**src/hw/rtl/smm_pkg.sv**
```systemverilog
// Shared constants, codes and types of the shift-or substring matcher.
`default_nettype none
package smm_pkg;

  // Needle store depth and field widths
  localparam int MAX_NEEDLE = 63;
  localparam int POS_W      = 16;
  localparam int LEN_W      = 6;
  localparam int CMD_W      = 2;
  localparam int IDX_W      = 6;
  localparam int BYTE_W     = 8;
  localparam int START_W    = 16;
  localparam int VEC_W      = 64;
  localparam int NIDX_W     = (MAX_NEEDLE > 1) ? $clog2(MAX_NEEDLE) : 1;

  // Mask table: one entry per byte value
  localparam int MASK_DEPTH = 1 << BYTE_W;
  localparam int MASK_AW    = BYTE_W;

  // Match vector after a start: all ones but bit zero
  localparam logic [VEC_W-1:0] VEC_START = ~VEC_W'(1);

  typedef enum logic [CMD_W-1:0] {
    CMD_START = 2'd0,
    CMD_LOAD  = 2'd1,
    CMD_BYTE  = 2'd2
  } cmd_e;

  typedef struct packed {
    logic               match_now;
    logic [START_W-1:0] match_start;
    logic               found_earlier;
  } result_t;

  typedef struct packed {
    logic                  en;
    logic [MASK_AW-1:0]    addr;
    logic [MAX_NEEDLE-1:0] data;
  } mask_wr_t;

endpackage
`default_nettype wire

```
**src/hw/rtl/smm_needle_store.sv**
```systemverilog
// Needle byte store: write and read-old-data at one address per cycle.
`default_nettype none
module smm_needle_store (
  input  wire logic                         clk_i,
  input  wire logic                         we_i,
  input  wire logic [smm_pkg::NIDX_W-1:0]   addr_i,
  input  wire logic [smm_pkg::BYTE_W-1:0]   wdata_i,
  output logic      [smm_pkg::BYTE_W-1:0]   rdata_o
);

  logic [smm_pkg::BYTE_W-1:0] mem [smm_pkg::MAX_NEEDLE];
  logic [smm_pkg::BYTE_W-1:0] rdata_q;

  // Return the byte held before this write
  always_ff @(posedge clk_i) begin
    if (we_i) begin
      mem[addr_i] <= wdata_i;
    end
    rdata_q <= mem[addr_i];
  end

  assign rdata_o = rdata_q;

endmodule
`default_nettype wire

```
**config.mk**
```make
export PLATFORM = sky130hd
export DESIGN_NAME = smm_needle_store
export DESIGN_NICKNAME = d
export VERILOG_FILES = /design/src/hw/rtl/smm_pkg.sv /design/src/hw/rtl/smm_needle_store.sv
export SDC_FILE = /design/constraint.sdc
export NUM_CORES = 1
export LEC_CHECK = 0
export BUFFER_PORTS_ARGS = -buffer_cell sky130_fd_sc_hd__clkbuf_2
export CORE_UTILIZATION = 33
export DETAILED_ROUTE_END_ITERATION = 16
export SETUP_SLACK_MARGIN = 0.4
export SLEW_MARGIN = 20
export SYNTH_ARGS = -nofsm -noshare
export SYNTH_HDL_FRONTEND = slang
export SYNTH_SLANG_ARGS = --single-unit
```
**constraint.sdc**
```tcl
create_clock -name clk_i -period 8 [get_ports clk_i]
set_clock_uncertainty 0.1 [all_clocks]
set_input_delay 1.6 -clock clk_i [delete_from_list [all_inputs] [get_ports clk_i]]
set_output_delay 1.6 -clock clk_i [all_outputs]
set_load 0.05 [all_outputs]
```
# After elaboration in Yosys (flattened, before gate mapping)
# Memories as Yosys holds them, arrays and structs flattened. A register that Yosys moved wholly into a read port is not among the register bits.
# Index checks and enable logic that the tools add are counted.
dict set report word_totals {
  ff_bits 0
  latch_bits 0
  mem_bits_rw 504
  romBits 0
  in_bits 16
  output_inout_bits 8
  word_cells 3
  memories 1
}
dict set report op_classes {
  addsub 0
  multipliers 0
  div 0
  order_cmp 0
  eq_ne 0
  shift 0
  mux 2
  n_bitwise 0
  n_reduce_logical 0
}
# name words word_bits rd rd_ports_with_merged_regs wr line
set memory_table {}
lappend memory_table {mem 63 8 1 1 1 smm_needle_store.sv:11} ;# logic [smm_pkg::BYTE_W-1:0] mem [smm_pkg::MAX_NEEDLE];
# operator n
set ops {}
lappend ops {{$mux 1} 2}

# Longest topological paths before layout
# Gate-level depths: netlist (run 1).
dict set report depth {
  depth_word 2
  ltp_mapped 11
  depth_no_buf 6
}

# Worst setup path after synthesis (run 1)
# No wires, ideal clock.
dict set report synth_path {
  kind {input -> register}
  startpoint {input addr_i[2] in the netlist's numbering}
  endpoint {memory mem[10][0] in the netlist's numbering (enable)}
  setup_ps 370
  t_arrival_ps 3178
  required_time_ps 7530
  path_slack_ps 4352
  path_stages 8
  n_path_buf 5
  path_cell_list {buf_6 -> buf_4 -> buf_4 -> buf_2 -> buf_2 -> nor2b_1 -> nand2_1 -> nor2_1}
}
# element line
set synth_lines {}
lappend synth_lines {{start, declared} smm_needle_store.sv:6} ;# input wire logic [smm_pkg::NIDX_W-1:0] addr_i,
lappend synth_lines {{end, declared} smm_needle_store.sv:11}
# No word-level cell before the write port.

==> flow_summary.json, run 1 <==
{
  "outcome": "finished clean",
  "place_area_mm2": 0.0208,
  "worst_slack_ns": 3.52,
  "worst_slew_pin_slew_ns": 1.04,
  "crit_required_ns": 8.36,
  "layout_min_cycle_time_ns": 4.48,
  "min_path_type": "flop to flop",
  "start_util_pct": 33.7,
  "synth_top_area_cell": "edfxtp_1",
  "synthCells": 1182,
  "syn-cell-area_mm2": 0.0200,
  "crit_buf_inv": 2,
  "muxShareOfSynthArea_pct": 5.14,
  "core_area_mm2": 0.0595,
  "max_stage_delay_ns": 0.67,
  "grt_max_degree": 64,
  "grt-ovfl-total": 0,
  "crit_family": "buffers and inverters",
  "ir_drop_uv": 175,
  "fin_area_mm2": 0.0226,
  "wl_per_cell_um": 28.6,
  "yosysSeqAreaShare_pct": 76.3,
  "h-tree-depth": 2,
  "final_common_cell": "edfxtp_1",
  "ant_nets": 0,
  "hold_viol_final": 0,
  "synth-edff-count": 504,
  "syn_nets": 1198,
  "fin_cells": 2013,
  "cap_violations": 0,
  "yosys.area_share.simple_pct": 4.28,
  "finalCritPeriodShare_pct": 56.0,
  "dp_slack_ns": 2.89,
  "drt_iter0_markers": 1552,
  "antenna_found_initial": 2,
  "fp.dieW_um": 248,
  "wl_um": 57600,
  "clock_latency_ns": 0.60,
  "slowest_stage": "buf_4",
  "syn_avg_cell_area_um2": 17.0,
  "crit_chain": "buf_4, buf_4, nor2b_2, a21oi_1, a21boi_0, o221ai_1, or4_1",
  "synth_cell_types": 64,
  "clock.fmax_mhz": 223,
  "synth_top_area_share_pct": 75.5,
  "setup_tns_ns": 0,
  "critPathKind": "input port to flop",
  "cts_hold_buf": 0,
  "ys_top_cells_by_area": "edfxtp_1 (76%), a22oi_1 (3.1%), a221oi_1 (2.3%)",
  "syn_to_final_growth_pct": 13.0,
  "tritoncts": "yes",
  "start_kind": "input port",
  "p_per_area_mw_per_mm2": 260,
  "grt_pass1_wl_um": 83400,
  "cts_buffer_depth": 3,
  "rows": 89,
  "synth_top_family_by_area": "compound AO/OA/AOI/OAI gates",
  "cp.arrival_ns": 4.84,
  "first_pass_iters": 5,
  "crit_top_cell": "buf_4",
  "grt_use_total_pct": 18.4,
  "dp.cells": 1913,
  "cts_resized": 0,
  "dieArea_mm2": 0.0617,
  "clock-sinks": 512,
  "async_reset_ff_share_pct": 0,
  "num_vias": 11688,
  "synth_compound_area_share_pct": 11.6,
  "setup_viol": 0,
  "rsz0062_at_grt": "no",
  "whs_ns": 0.600,
  "cts_made_buffers": 53,
  "ys_warn_count": 0,
  "relSlewSlack_pct": 30.5,
  "hpwl_um": 33500,
  "path_clk_slew_ns": 0.06,
  "postCtsSetupBuffers": 0,
  "drc": 0,
  "synthAdderAreaFrac_pct": 0,
  "ys_ff_latch": 512,
  "synth_xor_area_share_pct": 0,
  "via_per_inst": 5.81,
  "final_cell_mix": "edfxtp_1 (504), nor2_1 (94), a22oi_1 (82)",
  "root_buffer": "clkbuf_16",
  "cp-end-kind": "flop",
  "final_max_slew_viol_count": 0,
  "port_buffers": 23,
  "grt_pass1_vias": 11592,
  "synth_top_flop_cell": "edfxtp_1",
  "n_fill_cell": 5514,
  "cellLeakagePower_nw": 7.03,
  "die_height_um": 248,
  "drive_above_1_share_pct": 15.8,
  "nets": 1211,
  "gp_congestion": 0.901,
  "design.portCount": 24,
  "worstPathMaxFanout": 51
}
registers in the layout, summed over array words and instances (netlist names):
signal   count
mem        504
rdata_o      8
routing by layer:
layer	track usage, %	vias to the layer above	wire length [um]
met5	0	-	7
met4	7.26	2	1980
met3	4.53	113	5540
met2	28.8	649	26900
met1	24.7	6049	23200
li1	-	4875	-
path summary, 6_finish.rpt:
check | depth (start not counted) | slack, ns | from | endpoint
setup reg to reg | 4 | 5.57 | mem[57][4] | rdata_o[4]
hold / removal | 4 | 0.60 | mem[6][2] | rdata_o[2]
hold reg to reg | 4 | 0.60 | mem[6][2] | rdata_o[2]
setup / recovery | 7 | 3.52 | addr_i[1] | rdata_o[3]
tightest hold or removal path, cell delays in order (launching register included):
cell	delay (ns)
edfxtp_1	0.32
a22oi_1	0.07
nor2_1	0.08
o21ai_0	0.10
nand4_1	0.10
cells in the mapped netlist, drive strengths merged, types with 4 or more instances:
cell / instances
a22oi: 82
o21ai: 35
mux4: 12
dfxtp: 8
o211ai: 5
nand2: 29
o22ai: 15
a22o: 20
and2: 4
mux2i: 35
nor2: 97
mux2: 35
o221ai: 17
nand4: 4
a211oi: 5
a21oi: 35
a221oi: 59
nand3: 10
edfxtp: 504
and3: 5
a221o: 9
clkbuf: 17
nor2b: 8
nor3: 15
buf: 73
cell families (layout without fill, tap and decap cells):
logic type,Yosys count,count (layout)
AO/OA/AOI/OAI,307,307
multiplexers,82,82
other,0,1
buffers and inverters,93,150
flip-flops,512,512
AND/OR/NAND/NOR,188,188
power breakdown:
part | leakage, nW | total, W | internal [W] | switching, W
Sequential | 4.60 | 0.00298 | 0.00297 | 0.0000130
Combinational | 1.54 | 0.000340 | 0.0000866 | 0.000254
Clock | 0.885 | 0.00255 | 0.00153 | 0.00102
through the flow:
step,utilization [%],power [W]
5_1_grt,38.1,0.00602
3_3_place_gp,35.0,0.00337
4_1_cts,38.1,0.00590
2_1_floorplan,-,0.00322
6_report,38.1,0.00588
3_5_place_dp,35.0,0.00338
final cells by class:
class	instances	area, um^2	share of cell area, %
clock buffers	70	1440	6.37
inverters	3	11.3	0.0497
diodes	1	2.50	0.0111
flip-flops and latches	512	15300	67.6
repair buffers	48	310	1.37
clock inverters	29	358	1.58
multi-input cells	577	4250	18.8
well taps	773	967	4.27
No activity file was read; power rests on OpenSTA's default activity.
==> run 2, diff against run 1 <==
==> constraint.sdc (replaced) <==
create_clock -name clk_i -period 4.09 [get_ports clk_i]
set_clock_uncertainty 0.1 [all_clocks]
set_input_delay 0.818 -clock clk_i [delete_from_list [all_inputs] [get_ports clk_i]]
set_output_delay 0.818 -clock clk_i [all_outputs]
set_load 0.05 [all_outputs]
==> run 2 against run 1 <==
Effect of this change:
- clock power grew 80%
- non-clock buffer count grew 100
- cell count grew 4.4%
- critical endpoint is now mem[57][4]
- worst hold slack lost 0.045 ns
- critical path depth shrank 2
- global-route usage grew 0.14 points
- first-iteration DRC count shrank 0.32%
- combinational power grew 110%
- largest cell class unchanged
- core utilization grew 1.0 points
==> flow_summary.json, run 2 (synthesis results as in run 1) <==
{
  "crit_end": "mem[57][4]",
  "cts_made_buffers": 51,
  "min_path_type": "input port to flop",
  "fp.dieW_um": 248,
  "gr-usage-met1_pct": 24.4,
  "grt_pass1_wl_um": 83600,
  "postCtsSetupBuffers": 0,
  "nets": 1309,
  "multi_input_area_mm2": 0.00425,
  "cellLeakagePower_nw": 7.46,
  "start_kind": "input port",
  "use_met2_pct": 29.7,
  "largest-register": "mem",
  "die_height_um": 248,
  "relSlewSlack_pct": 27.9,
  "h-tree-depth": 2,
  "diodes": 0,
  "regArea_mm2": 0.0153,
  "crit_required_ns": 4.29,
  "busiest_layer": "met2",
  "port_buffers": 23,
  "antenna_found_initial": 2,
  "worstPathMaxFanout": 29,
  "cts_hold_buf": 0,
  "gp_congestion": 0.879,
  "place_area_mm2": 0.0216,
  "cp.arrival_ns": 3.48,
  "fin_util_pct": 39.1,
  "cp-end-kind": "flop",
  "via_per_inst": 5.74,
  "ir_drop_uv": 267,
  "dieArea_mm2": 0.0617,
  "core_area_mm2": 0.0595,
  "regToRegEndpoint": "rdata_o[3]",
  "syn_to_final_growth_pct": 16.0,
  "outcome": "finished clean",
  "final_cell_mix": "edfxtp_1 (504), buf_4 (124), nor2_1 (94)",
  "clock-sinks": 512,
  "drt_iter0_markers": 1547,
  "p_per_area_mw_per_mm2": 478,
  "cts_resized": 0,
  "tritoncts": "yes",
  "start_util_pct": 33.7,
  "min_delay_path_depth": 1,
  "worst_slew_pin_slew_ns": 1.08,
  "first_pass_iters": 5,
  "cap_violations": 0,
  "critPathKind": "input port to flop",
  "grt_pass1_vias": 11955,
  "rows": 89,
  "final_max_slew_viol_count": 0,
  "final_common_cell": "edfxtp_1",
  "clock.fmax_mhz": 305,
  "grt_use_total_pct": 18.6,
  "root_buffer": "clkbuf_16",
  "cts_buffer_depth": 3,
  "dp.cells": 2013,
  "clock_latency_ns": 0.60,
  "rsz0062_at_grt": "no",
  "setup_tns_ns": 0,
  "drc": 0,
  "wl_um": 58100,
  "hold_viol_final": 0,
  "grt_max_degree": 64,
  "num_vias": 12058,
  "path_clk_slew_ns": 0.06,
  "ant_nets": 0,
  "finalCritPeriodShare_pct": 80.2,
  "design.portCount": 24,
  "wl_per_cell_um": 27.6,
  "hpwl_um": 36000,
  "reg2reg_depth": 5,
  "n_fill_cell": 5409,
  "grt-ovfl-total": 0,
  "fin_cells": 2102,
  "crit_start": "addr_i[0]",
  "fin_area_mm2": 0.0232,
  "rr_startpoint": "mem[28][3]",
  "largest_reg_flops": 504,
  "rrSetupSlack_ns": 1.66,
  "drive_above_1_share_pct": 21.4,
  "use_met3_pct": 4.56,
  "layout_min_cycle_time_ns": 3.28,
  "setup_viol": 0
}
-- run 2: worst min path at each step --
stage | startpoint | endpoint | slack (ns)
after CTS | wdata_i[0] | mem[11][0] | 0.56
after floorplan | mem[45][6] | rdata_o[6] | 0.47
final | wdata_i[0] | mem[30][0] | 0.55
after detailed placement | mem[62][2] | rdata_o[2] | 0.60
after global routing | wdata_i[0] | mem[11][0] | 0.56
after global placement | mem[3][2] | rdata_o[2] | 0.62
-- run 2: critical path: stages --
cell,delay (ns)
buf_4,0.38
nor2b_4,0.88
nand2_1,0.75
nor2_1,0.36
buf_4,0.22
-- run 2: per-layer routing --
layer  vias up  part of all wire (%)
li1       5067                     -
met1      6172                    40
met2       683                    47
met3       134                    10
met4         2                   3.6
met5         -                 0.012
-- run 2: report_power, final --
part	leakage (nW)	internal [W]	switching (W)
Sequential	4.60	0.00581	0.0000173
Combinational	2.08	0.000195	0.000511
Clock	0.777	0.00263	0.00194
-- run 2: final cells by class --
cell class / count / share of cell area [%]
flip-flops and latches: 512 / 65.8
well taps: 773 / 4.16
repair buffers: 148 / 4.78
multi-input cells: 577 / 18.3
inverters: 3 / 0.0485
clock buffers: 64 / 5.97
clock inverters: 25 / 0.937
-- run 2: stage by stage --
stage	power [W]	setup WS, ns	hold slack, ns
after floorplan	0.00630	1.22	0.465
after global placement	0.00663	0.408	0.616
after detailed placement	0.00663	0.357	0.603
after CTS	0.0112	0.978	0.564
after global routing	0.0114	0.778	0.560
final	0.0111	0.808	0.555
