<file path="config.mk">
export PLATFORM = sky130hd
export DESIGN_NAME = smm_out_buf
export DESIGN_NICKNAME = d
export VERILOG_FILES = /design/src/hw/rtl/smm_pkg.sv /design/src/hw/rtl/smm_out_buf.sv
export SDC_FILE = /design/constraint.sdc
export NUM_CORES = 1
export LEC_CHECK = 0
export BUFFER_PORTS_ARGS = -buffer_cell sky130_fd_sc_hd__buf_2
export CORE_UTILIZATION = 30
export CTS_BUF_LIST = sky130_fd_sc_hd__clkbuf_4
export CTS_CLUSTER_SIZE = 8
export DETAILED_ROUTE_END_ITERATION = 16
export HOLD_SLACK_MARGIN = 0.06
export REMOVE_ABC_BUFFERS = 1
export SYNTH_ARGS = -nofsm -noshare
export SYNTH_HDL_FRONTEND = slang
export SYNTH_SLANG_ARGS = --single-unit
</file>
<file path="constraint.sdc">
create_clock -name clk_i -period 3.5 [get_ports clk_i]
set_input_delay 0.525 -clock clk_i [delete_from_list [all_inputs] [get_ports clk_i]]
set_output_delay 0.525 -clock clk_i [all_outputs]
set_load 0.005 [all_outputs]
</file>
<file path="src/hw/rtl/smm_pkg.sv">
// Shared constants, codes and types of the shift-or substring matcher.
`default_nettype none
package smm_pkg;

  // Needle store depth and field widths
  localparam int MAX_NEEDLE = 63;
  localparam int POS_W      = 16;
  localparam int LEN_W      = 6;
  localparam int CMD_W      = 2;
  localparam int IDX_W      = 6;
  localparam int BYTE_W     = 8;
  localparam int START_W    = 16;
  localparam int VEC_W      = 64;
  localparam int NIDX_W     = (MAX_NEEDLE > 1) ? $clog2(MAX_NEEDLE) : 1;

  // Mask table: one entry per byte value
  localparam int MASK_DEPTH = 1 << BYTE_W;
  localparam int MASK_AW    = BYTE_W;

  // Match vector after a start: all ones but bit zero
  localparam logic [VEC_W-1:0] VEC_START = ~VEC_W'(1);

  typedef enum logic [CMD_W-1:0] {
    CMD_START = 2'd0,
    CMD_LOAD  = 2'd1,
    CMD_BYTE  = 2'd2
  } cmd_e;

  typedef struct packed {
    logic               match_now;
    logic [START_W-1:0] match_start;
    logic               found_earlier;
  } result_t;

  typedef struct packed {
    logic                  en;
    logic [MASK_AW-1:0]    addr;
    logic [MAX_NEEDLE-1:0] data;
  } mask_wr_t;

endpackage
`default_nettype wire

</file>
<file path="src/hw/rtl/smm_out_buf.sv">
// Two-entry result buffer that parts the output from the pipeline.
`default_nettype none
module smm_out_buf (
  input  wire logic             clk_i,
  input  wire logic             rst_ni,
  input  wire logic             push_i,
  input  wire smm_pkg::result_t push_data_i,
  input  wire logic             stall_i,
  output logic                  valid_o,
  output smm_pkg::result_t      data_o,
  output logic [1:0]            level_o
);

  smm_pkg::result_t ent_q [2];
  logic [1:0]       level_q, level_d;
  logic             rd_ptr_q, rd_ptr_d;
  logic             wr_ptr_q, wr_ptr_d;
  logic             pop;

  assign valid_o = (level_q != 2'd0);
  assign pop     = valid_o & ~stall_i;
  assign data_o  = ent_q[rd_ptr_q];
  assign level_o = level_q;

  // Advance pointers and level
  always_comb begin
    rd_ptr_d = rd_ptr_q ^ pop;
    wr_ptr_d = wr_ptr_q ^ push_i;
    level_d  = level_q + 2'(push_i) - 2'(pop);
  end

  always_ff @(posedge clk_i or negedge rst_ni) begin
    if (!rst_ni) begin
      level_q  <= 2'd0;
      rd_ptr_q <= 1'b0;
      wr_ptr_q <= 1'b0;
    end else begin
      level_q  <= level_d;
      rd_ptr_q <= rd_ptr_d;
      wr_ptr_q <= wr_ptr_d;
    end
  end

  // Hold each word until taken
  always_ff @(posedge clk_i) begin
    if (push_i) begin
      ent_q[wr_ptr_q] <= push_data_i;
    end
  end

endmodule
`default_nettype wire

</file>
======== Word-level counts from Yosys, hierarchy flattened ========
Memory sizes are Yosys's and may differ from the RTL's.
Cells that the tools add are included.
word-level totals
  register bits after elaboration ......... 4
  bits in writable memories ............... 36
  input port bits ......................... 22
  output and inout bits ................... 21
  word-level logic and storage cells ...... 13
  memories ................................ 1
memory list
  memory  depth  width  read ports  clocked after Yosys merged registers in  write ports  RTL line           text
  ent_q   2      18     1           0                                        1            smm_out_buf.sv:14  smm_pkg::result_t ent_q [2];
cells by class
  add/sub/neg operators ................... 2
  muxes and demuxes ....................... 2
  bitwise operators ....................... 4
  reduce and logical (&&, ||, !) cells .... 1
operator list
  cell               count
  $add 2x1->2        1
  $mux 1             2
  $reduce_bool 2->1  1
  $sub 2x1->2        1
  $xor 1x1->1        2
  $and 1x1->1        1
  $not 1->1          1

======== Longest topological paths before layout ========
Gate-level depths: netlist of run 1.
  depth in word-level cells ............... 3
  depth in mapped cells ................... 7
  gate-level depth less buffers ........... 7

======== Worst setup path after synthesis of run 1 ========
OpenSTA, ideal clock, no wires.
  path type ............................... input to register
  start point ............................. in stall_i
  end point ............................... reg level_q[1], in the netlist level_o[1]
  setup time .............................. 0.124 ns
  arrival ................................. 1.410 ns
  data required time ...................... 3.376 ns
  path slack .............................. 1.966 ns
  stages .................................. 7
  path through ............................ o21bai_1 > inv_1 > ha_1 > inv_1 > ha_1 > xnor2_1 > xnor2_1
on the way
  cells in the longest elaborated chain, start to end .. 3
ends and longest elaborated chain
  what                  RTL line           text
  from (decl)           smm_out_buf.sv:8   input wire logic stall_i,
  $not 1->1             smm_out_buf.sv:21  assign pop = valid_o & ~stall_i;
  $and 1x1->1           smm_out_buf.sv:21
  $sub 2x1->2           smm_out_buf.sv:29  level_d = level_q + 2'(push_i) - 2'(pop);
  via level_d[1]        smm_out_buf.sv:15  logic [1:0] level_q, level_d;
  to (signal assigned)  smm_out_buf.sv:38  level_q <= level_d;
  to (decl)             smm_out_buf.sv:15
The timed path passes the listed nets, and every way through them passes these cells.

==> impl_metrics.ini, run 1 <==
[run_status]
status = complete, no violations

[synthesis]
synth_fa_ha_area_share_pct = 3.213
synth_area_sq_um = 1558
yosysWarnings = 0
syn_inst = 74
muxShareOfSynthArea_pct = 15.18
synth_top_family_by_area = multiplexers
ys_types = 11
seq_area_frac_synth_pct = 75.82
ys_seq_elements = 40
synthSimpleGateAreaFrac_pct = 0.4016
avgSynthCellArea_sq_um = 21.05
synth_compound_gate_area_share_pct = 0.4819
synthXorXnorAreaFrac_pct = 1.687

[sta]
worst_slew_margin_rel_pct = 38.58
fin_ws_ns = 1.127
setup_tns_ns = 0
finalHoldViolCount = 0
fin_crit_ns = 2.373
setup_violations = 0
rsz0062_at_grt = no
fmax_mhz = 421.4
worst_clock_skew_ns = 0.01272
worst_pin_slew_ns = 0.9212
slew_violations = 0
fin_crit_sh_pct = 67.80

[worst_setup_path]
critical-path-top-delay-family = flip-flops
worstPathArrival_ns = 1.85
critPathKind = reg -> out
start_kind = flop
slowest_stage = dfrtp_1
critPathCaptureType = primary output
critPathRequiredTime_ns = 2.97
crit_path_cell_trace = mux2_2, buf_2
critPathMaxStageDelay_ns = 0.96
ff2ff_path_depth = 7
cp_num_buf_inv = 1
timing.rr.end = level_o[1]$_DFF_PN0_
r2r_slack_ns = 1.91
r2r-start = level_o[1]$_DFF_PN0_
cp_max_fo = 19

[die]
die_x_um = 74.06
fp-row-count = 25
dieHeight_um = 74.06
boundaryPins = 43
dieArea_sq_um = 5485
start_util_pct = 32.13
core_area_sq_um = 4848

[global_route]
overflow = 0
antenna_found_initial = 0
grt_pass1_vias = 821
grt_pass1_wl_um = 3719
globalRouteTotalUtil_pct = 9.585
grt_max_degree = 20

[pwr]
vdd_drop_max_mv = 0.4108
internal-power_w = 0.001042
power_frac_clock_pct = 20.8
switching_share_pct = 26.10
combPwrFrac_pct = 27.9
p_per_area_nw_per_um2 = 737.9
power.switching_w = 0.0003679
seqPwrFrac_pct = 51.3
leakagePower_nw = 0.7784

[place]
io_buffers = 42
hpwl_um = 1668
dp_slack_ns = 1.457
globalplace.congestion = 0.6208

[clocking]
clock_latency_ns = 0.33
htreeDepth = 2
cts_buffer_depth = 2
clock_sinks = 40
cts_made_buffers = 5
cts_tree = built
clkSlewWorstSetupHoldPaths_ns = 0.11
cts_repair_resize_count = 0
cts_root_buf = clkbuf_4

[routing]
avgRoutedWirePerCell_um = 12.35
via_count = 770
drc = 0
drtAntennaViolNets = 0
wirelength_um = 2346
first_pass_iters = 3
first_iter_violations = 36
via_per_inst = 4.053

[layout]
nNetsFinal = 148
area_growth_pct = 22.65
fill_cells = 456
diodes = 0
drive_above_1_share_pct = 56.10

[worst_hold_path]
hold_end = ent_q[0][12]$_DFFE_PP_
min_path_type = in -> reg
min_path_cells = 1
min_from = push_data_i[12]

[flow_run]
maxCapViolCount = 0
cells in the mapped netlist:
| cell type | count | area [sq um] |
|---|---|---|
| buf_12 | 1 | 20.02 |
| or2_2 | 1 | 6.260 |
| inv_1 | 5 | 18.77 |
| dfrtp_1 | 4 | 100.1 |
| buf_6 | 1 | 11.26 |
| xnor2_1 | 3 | 26.28 |
| ha_1 | 4 | 50.05 |
| o21bai_1 | 1 | 7.510 |
| mux2_4 | 9 | 135.1 |
| edfxtp_1 | 36 | 1081 |
| mux2_2 | 9 | 101.4 |
cell families (layout without fill, tap and decap cells):
family / after synthesis / in the layout
buffers and inverters: 7 / 56
muxes: 18 / 18
and+or+nand+nor: 1 / 1
xor gates and xnor gates: 3 / 3
adders and majority gates: 4 / 4
AOI/OAI and AO/OA: 1 / 1
DFF: 40 / 40
power groups by stage:
| stage | clock network (W) | logic (W) | registers, W |
|---|---|---|---|
| 2_1_floorplan | 0 | 0.000255 | 0.000715 |
| 3_3_place_gp | 0 | 0.000395 | 0.000730 |
| 3_5_place_dp | 0 | 0.000403 | 0.000739 |
| 4_1_cts | 0.000307 | 0.000404 | 0.000728 |
| 5_1_grt | 0.000328 | 0.000432 | 0.000739 |
| 6_report | 0.000294 | 0.000393 | 0.000723 |
layer usage:
layer	up-vias	share of wire, %	GRT usage [%]	wire (um)
met1	362	41	10.45	955
met2	35	50	16.06	1177
met3	2	8.7	4.607	203
li1	371	-	-	-
met5	-	0	0	0
met4	0	0.43	3.846	10
state kept, by name, summed over array words and instances (netlist names):
signal / flops
level_o: 2
ent_q: 36
wr_ptr_q: 1
rd_ptr_q: 1
placed cells by master, fill, tap and decap left out, types with 3 or more instances in the layout:
cell type  instances
buf_2             42
edfxtp_1          36
mux2_4             9
mux2_2             9
clkbuf_4           6
inv_1              5
ha_1               4
dfrtp_1            4
xnor2_1            3
final cells by class:
type,instances,area [sq um],area share [%]
Multi-Input combinational cell,27,326.6,17.09
Timing Repair Buffer,43,220.2,11.53
Clock buffer,6,45.04,2.358
Clock inverter,2,35.03,1.834
Sequential cell,40,1181,61.82
Tap cell,67,83.83,4.388
Inverter,5,18.77,0.9823
worst reg2reg max path, stage by stage (launching register included):
cell	delay, ns
dfrtp_1	0.43
o21bai_1	0.22
inv_1	0.07
ha_1	0.27
inv_1	0.04
ha_1	0.18
xnor2_1	0.18
xnor2_1	0.14
through the flow:
step | util (%) | hold slack (ns) | instances | area, sq um | power [W]
5_1_grt | 39.41 | 0.3296 | 190 | 1911 | 0.001499
4_1_cts | 39.41 | 0.3502 | 190 | 1911 | 0.001440
2_1_floorplan | - | 0.2294 | 72 | 1526 | 0.0009706
3_3_place_gp | 37.55 | 0.3345 | 181 | 1821 | 0.001125
3_5_place_dp | 37.55 | 0.3381 | 181 | 1821 | 0.001142
6_report | 39.41 | 0.3742 | 190 | 1911 | 0.001410
how the worst max path moves through the flow:
stage | startpoint | to | slack [ns] | cells past startpoint
floorplan | rd_ptr_q$_DFF_PN0_ | data_o[0] | 1.77 | 1
global placement | rd_ptr_q$_DFF_PN0_ | data_o[17] | 1.49 | 2
detailed placement | rd_ptr_q$_DFF_PN0_ | data_o[17] | 1.46 | 2
CTS | rd_ptr_q$_DFF_PN0_ | data_o[17] | 1.06 | 2
global route | rd_ptr_q$_DFF_PN0_ | data_o[2] | 0.97 | 2
finish | rd_ptr_q$_DFF_PN0_ | data_o[17] | 1.13 | 2
repair_timing:
item / in CTS / in global routing
hold buffers: 1 / 0
setup buffers: 0 / 0
endpoints found under the hold margin: 4 / 0
Note: power is estimated with default switching activity, not from simulation.
==> inputs of run 2 (changes only) <==
==> constraint.sdc (replaced) <==
create_clock -name clk_i -period 2.3 [get_ports clk_i]
set_input_delay 0.345 -clock clk_i [delete_from_list [all_inputs] [get_ports clk_i]]
set_output_delay 0.345 -clock clk_i [all_outputs]
set_load 0.005 [all_outputs]
==> impl_metrics.ini, run 2 (synthesis results as in run 1) <==
[worst_setup_path]
critPathCaptureType = primary output
critical-path-top-delay-family = buffers and inverters
r2r-start = level_o[1]$_DFF_PN0_
ff2ff_path_depth = 7
cp.depth = 3
critPathKind = reg -> out
worstPathArrival_ns = 1.54
cp_num_buf_inv = 2
critPathMaxStageDelay_ns = 0.38
endpoint = data_o[2]
crit_start = rd_ptr_q$_DFF_PN0_
timing.rr.end = level_o[1]$_DFF_PN0_
cp_max_fo = 18
crit_path_cell_trace = buf_4, mux2_2, buf_2
slowest_stage = dfrtp_1
critPathRequiredTime_ns = 1.96
r2r_slack_ns = 0.72
start_kind = flop

[layout]
final_common_cell = buf_2
fill_cells = 472
drive_above_1_share_pct = 56.35
largest_register_ffs = 36
layout.cells.most_common_list = buf_2 (42), edfxtp_1 (36), mux2_4 (9), mux2_2 (9)
diodes = 0
area_growth_pct = 24.10
nNetsFinal = 151
final_core_util_pct = 39.87
largest_register = ent_q

[pwr]
leakagePower_nw = 0.7906
p_per_area_nw_per_um2 = 1118
vdd_drop_max_mv = 0.7674

[worst_hold_path]
min_path_type = in -> reg

[place]
io_buffers = 42
globalplace.congestion = 0.6225
dp_slack_ns = 0.7492
hpwl_um = 1756

[sta]
setup_tns_ns = 0
fin_ws_ns = 0.4175
worst_pin_slew_ns = 0.2854
rsz0062_at_grt = no
finalHoldViolCount = 0
slew_violations = 0
worst_clock_skew_ns = 0.01259
hold_slack_ns = 0.1857
setup_violations = 0
fmax_mhz = 531.2
fin_crit_sh_pct = 81.85
fin_crit_ns = 1.883
worst_slew_margin_rel_pct = 80.98

[clocking]
clkSlewWorstSetupHoldPaths_ns = 0.12
cts_buffer_depth = 2
clock_sinks = 40
cts_setup_buffers = 0
htreeDepth = 2
cts_made_buffers = 5
cts_tree = built
cts_root_buf = clkbuf_4
clock_latency_ns = 0.34

[die]
dieHeight_um = 74.06
start_util_pct = 32.13
die_x_um = 74.06
boundaryPins = 43
core_area_sq_um = 4848
fp-row-count = 25
dieArea_sq_um = 5485

[global_route]
grt_max_degree = 19
antenna_found_initial = 0
grt_pass1_vias = 857
globalRouteTotalUtil_pct = 9.601
overflow = 0
grt_pass1_wl_um = 3726

[routing]
first_iter_violations = 36
via_count = 783
drc = 0
wirelength_um = 2437
first_pass_iters = 4
avgRoutedWirePerCell_um = 12.63
drtAntennaViolNets = 0
via_per_inst = 4.057

[run_status]
status = complete, no violations

[flow_run]
maxCapViolCount = 0
==> run 2: changes by cell type in the layout (fill, tap and decap cells not counted), sizes merged <==
cell    delta
buf        +3
clkinv     +1
clkbuf     -1
==> run 2: worst min-delay path by stage <==
stage	start	endpoint	slack, ns	depth (start not counted)
final	push_data_i[4]	ent_q[0][4]$_DFFE_PP_	0.19	1
after global routing	push_data_i[1]	ent_q[0][1]$_DFFE_PP_	0.14	1
after CTS	push_data_i[1]	ent_q[0][1]$_DFFE_PP_	0.17	1
after detailed placement	rst_ni	wr_ptr_q$_DFF_PN0_	0.15	1
after global placement	rst_ni	wr_ptr_q$_DFF_PN0_	0.15	1
after floorplan	rst_ni	level_o[0]$_DFF_PN0_	0.05	0
==> run 2: worst register-to-register path, stage by stage, from the launching register on <==
cell and delay [ns]:
dfrtp_1 0.43, o21bai_1 0.22, inv_1 0.07, ha_1 0.27
inv_1 0.04, ha_1 0.17, xnor2_1 0.18, xnor2_1 0.14
==> run 2: report_power, final <==
part           internal (W)  total, W  switching [W]
registers          0.000975   0.00103      0.0000548
clock network      0.000227  0.000447       0.000220
logic              0.000381  0.000685       0.000304
total               0.00158   0.00216       0.000579
==> run 2: layout make-up <==
type / count / area [sq um] / area share, %
Sequential cell: 40 / 1181 / 61.10
Multi-Input combinational cell: 27 / 326.6 / 16.89
Timing Repair Buffer: 46 / 242.7 / 12.56
Tap cell: 67 / 83.83 / 4.337
Clock inverter: 3 / 42.54 / 2.201
Clock buffer: 5 / 37.54 / 1.942
Inverter: 5 / 18.77 / 0.9709
==> run 2: metrics by stage <==
step	std cells	power [W]	instance area (sq um)
2_1_floorplan	72	0.001477	1526
4_1_cts	193	0.002203	1933
5_1_grt	193	0.002298	1933
3_5_place_dp	184	0.001754	1843
3_3_place_gp	184	0.001726	1843
6_report	193	0.002161	1933
==> run 2: per-layer routing <==
layer / vias to the layer above / routed length [um] / GRT usage, %
met3: 3 / 263 / 4.878
met4: 0 / 25 / 3.205
met1: 362 / 962 / 10.24
met2: 41 / 1185 / 16.46
li1: 377 / - / -
met5: - / 0 / 0
==> run 2: timing repair <==
item / 4_1_cts / 5_1_grt
gates resized for setup: 0 / 0
hold buffers: 1 / 0
endpoints found under the hold margin: 4 / 0
==> inputs of run 3 (changes only) <==
--- a/config.mk
+++ b/config.mk
@@ -5,6 +5,7 @@
 export SDC_FILE = /design/constraint.sdc
 export NUM_CORES = 1
 export LEC_CHECK = 0
+export ABC_AREA = 1
 export BUFFER_PORTS_ARGS = -buffer_cell sky130_fd_sc_hd__buf_2
 export CORE_UTILIZATION = 30
 export CTS_BUF_LIST = sky130_fd_sc_hd__clkbuf_4
==> constraint.sdc (replaced) <==
create_clock -name clk_i -period 1.65 [get_ports clk_i]
set_input_delay 0.2475 -clock clk_i [delete_from_list [all_inputs] [get_ports clk_i]]
set_output_delay 0.2475 -clock clk_i [all_outputs]
set_load 0.005 [all_outputs]
==> impl_metrics.ini, run 3 <==
[die]
fp-row-count = 25
dieHeight_um = 74.03
core_area_sq_um = 4848
die_x_um = 74.03
boundaryPins = 43
start_util_pct = 32.10
dieArea_sq_um = 5480

[routing]
avgRoutedWirePerCell_um = 10.87
wirelength_um = 2686
dr_wl_met2_um = 1331
first_iter_violations = 30
wl_met3_um = 203
drtAntennaViolNets = 0
maxUsedRoutingLayer = met4
wl_met1_um = 1121
via_per_inst = 3.984
first_pass_iters = 4
drc = 0
via_count = 984

[pwr]
power_w = 0.002901
leakagePower_nw = 0.9060
p_per_area_nw_per_um2 = 1475
vdd_drop_max_mv = 0.6059

[sta]
worst_clock_skew_ns = 0.007784
worst_pin_slew_ns = 0.2107
slew_violations = 0
setup_tns_ns = 0
finalHoldViolCount = 0
setup_violations = 0
rsz0062_at_grt = no
fmax_mhz = 684.2
fin_crit_ns = 1.461
fin_crit_sh_pct = 88.58
worst_slew_margin_rel_pct = 85.95

[synthesis]
dominantRegCellSynth = edfxtp_1
synth_top_cell_by_area = edfxtp_1
ys_seq_elements = 40
yosys-top-cells-area = edfxtp_1 (69%), nand2_1 (15%), dfrtp_1 (6.4%)
syn_inst = 122
synth_area_sq_um = 1556
synthArstFlopShare_pct = 10.00
yosysWarnings = 0
ys_types = 11
synth_most_common_cell = nand2_1
yosysTopAreaCellShare_pct = 69.45
avgSynthCellArea_sq_um = 12.76
synth_edf_count = 36
yosys-top-cells-count = nand2_1 (62), edfxtp_1 (36), inv_1 (9)
seq_area_frac_synth_pct = 75.88

[layout]
diodes = 0
largest_register_ffs = 36
largest_register = ent_q
nNetsFinal = 205
layout.cells.most_common_list = nand2_1 (62), buf_2 (42), edfxtp_1 (36), inv_1 (9), dlygate4sd3_1 (6)
final_common_cell = nand2_1
drive_above_1_share_pct = 31.11
area_growth_pct = 26.37

[global_route]
overflow = 0
globalRouteTotalUtil_pct = 10.86
grt_pass1_wl_um = 4160
antenna_found_initial = 0
grt_max_degree = 20
grt_pass1_vias = 918

[clocking]
cts_root_buf = clkbuf_4
clkSlewWorstSetupHoldPaths_ns = 0.11
cts_setup_buffers = 0
cts_tree = built
clock_sinks = 40
cts_buffer_depth = 2
cts_made_buffers = 5
htreeDepth = 2
clock_latency_ns = 0.34

[worst_setup_path]
cp_max_fo = 19
worstPathArrival_ns = 1.21
critPathCaptureType = primary output
critPathRequiredTime_ns = 1.40
critPathKind = reg -> out
start_kind = flop

[place]
io_buffers = 42
globalplace.congestion = 0.7423
hpwl_um = 1796

[run_status]
status = complete, no violations

[flow_run]
maxCapViolCount = 0

[worst_hold_path]
min_path_type = in -> reg
==> run 3: logic make-up (layout without fill, tap and decap cells) <==
kind of cell,Yosys count,after routing,synth area share [%]
adders and majority gates,4,4,3.216
buffers and inverters,13,71,4.903
DFF,40,40,75.88
and+or+nand+nor,65,65,16.00
==> run 3: final cells by class <==
class	instances	area, sq um
clock inverter	3	13.76
tap	67	83.83
multi-input combinational	69	299.0
clock buffer	5	37.54
sequential	40	1181
inverter	10	40.04
timing repair buffer	53	311.5
fill	495	2882
==> run 3: critical path, cell delays in order (launching register included) <==
cell     delay, ns
dfrtp_1       0.42
buf_6         0.21
nand2_1       0.07
nand2_1       0.07
buf_2         0.11
==> run 3: per-stage QoR <==
stage          instance area, sq um  setup WS, ns  hold slack, ns  utilization, %  std cells
2_1_floorplan                  1518        0.3082        -0.04809               -        119
3_3_place_gp                   1849        0.3184         0.06076           38.14        233
3_5_place_dp                   1849        0.2828         0.06262           38.14        233
4_1_cts                        1911       0.06434         0.07008           39.41        242
5_1_grt                        1967       0.06522         0.06319           40.57        247
6_report                       1967        0.1885         0.08912           40.57        247
==> run 3: path summary, 6_finish.rpt <==
check / from / end / depth (start not counted) / slack, ns
worst min register to register: level_o[1]$_DFF_PN0_ / level_o[1]$_DFF_PN0_ / 3 / 0.61
min in group asynchronous: rst_ni / level_o[1]$_DFF_PN0_ / 2 / 0.23
worst max-delay path: rd_ptr_q$_DFF_PN0_ / data_o[17] / 4 / 0.19
worst max register to register: level_o[1]$_DFF_PN0_ / level_o[1]$_DFF_PN0_ / 9 / 0.26
max in group asynchronous: rst_ni / rd_ptr_q$_DFF_PN0_ / 2 / 1.29
worst min-delay path: push_data_i[1] / ent_q[1][1]$_DFFE_PP_ / 1 / 0.09
==> run 3: layer usage <==
| metal | up-vias | global-route usage, % |
|---|---|---|
| met1 | 441 | 12.36 |
| li1 | 510 | - |
| met3 | 3 | 5.827 |
| met5 | - | 0 |
| met2 | 30 | 17.07 |
| met4 | 0 | 4.487 |
==> run 3: where the power goes <==
part / switching (W) / internal, W / total (W) / leakage (nW)
combinational: 0.000607 / 0.000418 / 0.00102 / 0.488
clock: 0.000297 / 0.000157 / 0.000453 / 0.0324
sequential: 0.0000671 / 0.00136 / 0.00142 / 0.385
==> run 3: timing repair <==
action                                  CTS  global route
hold buffers                              1             5
endpoints found under the setup margin    0            18
hold endpoints to repair                  4            10
resized for setup                         0             3
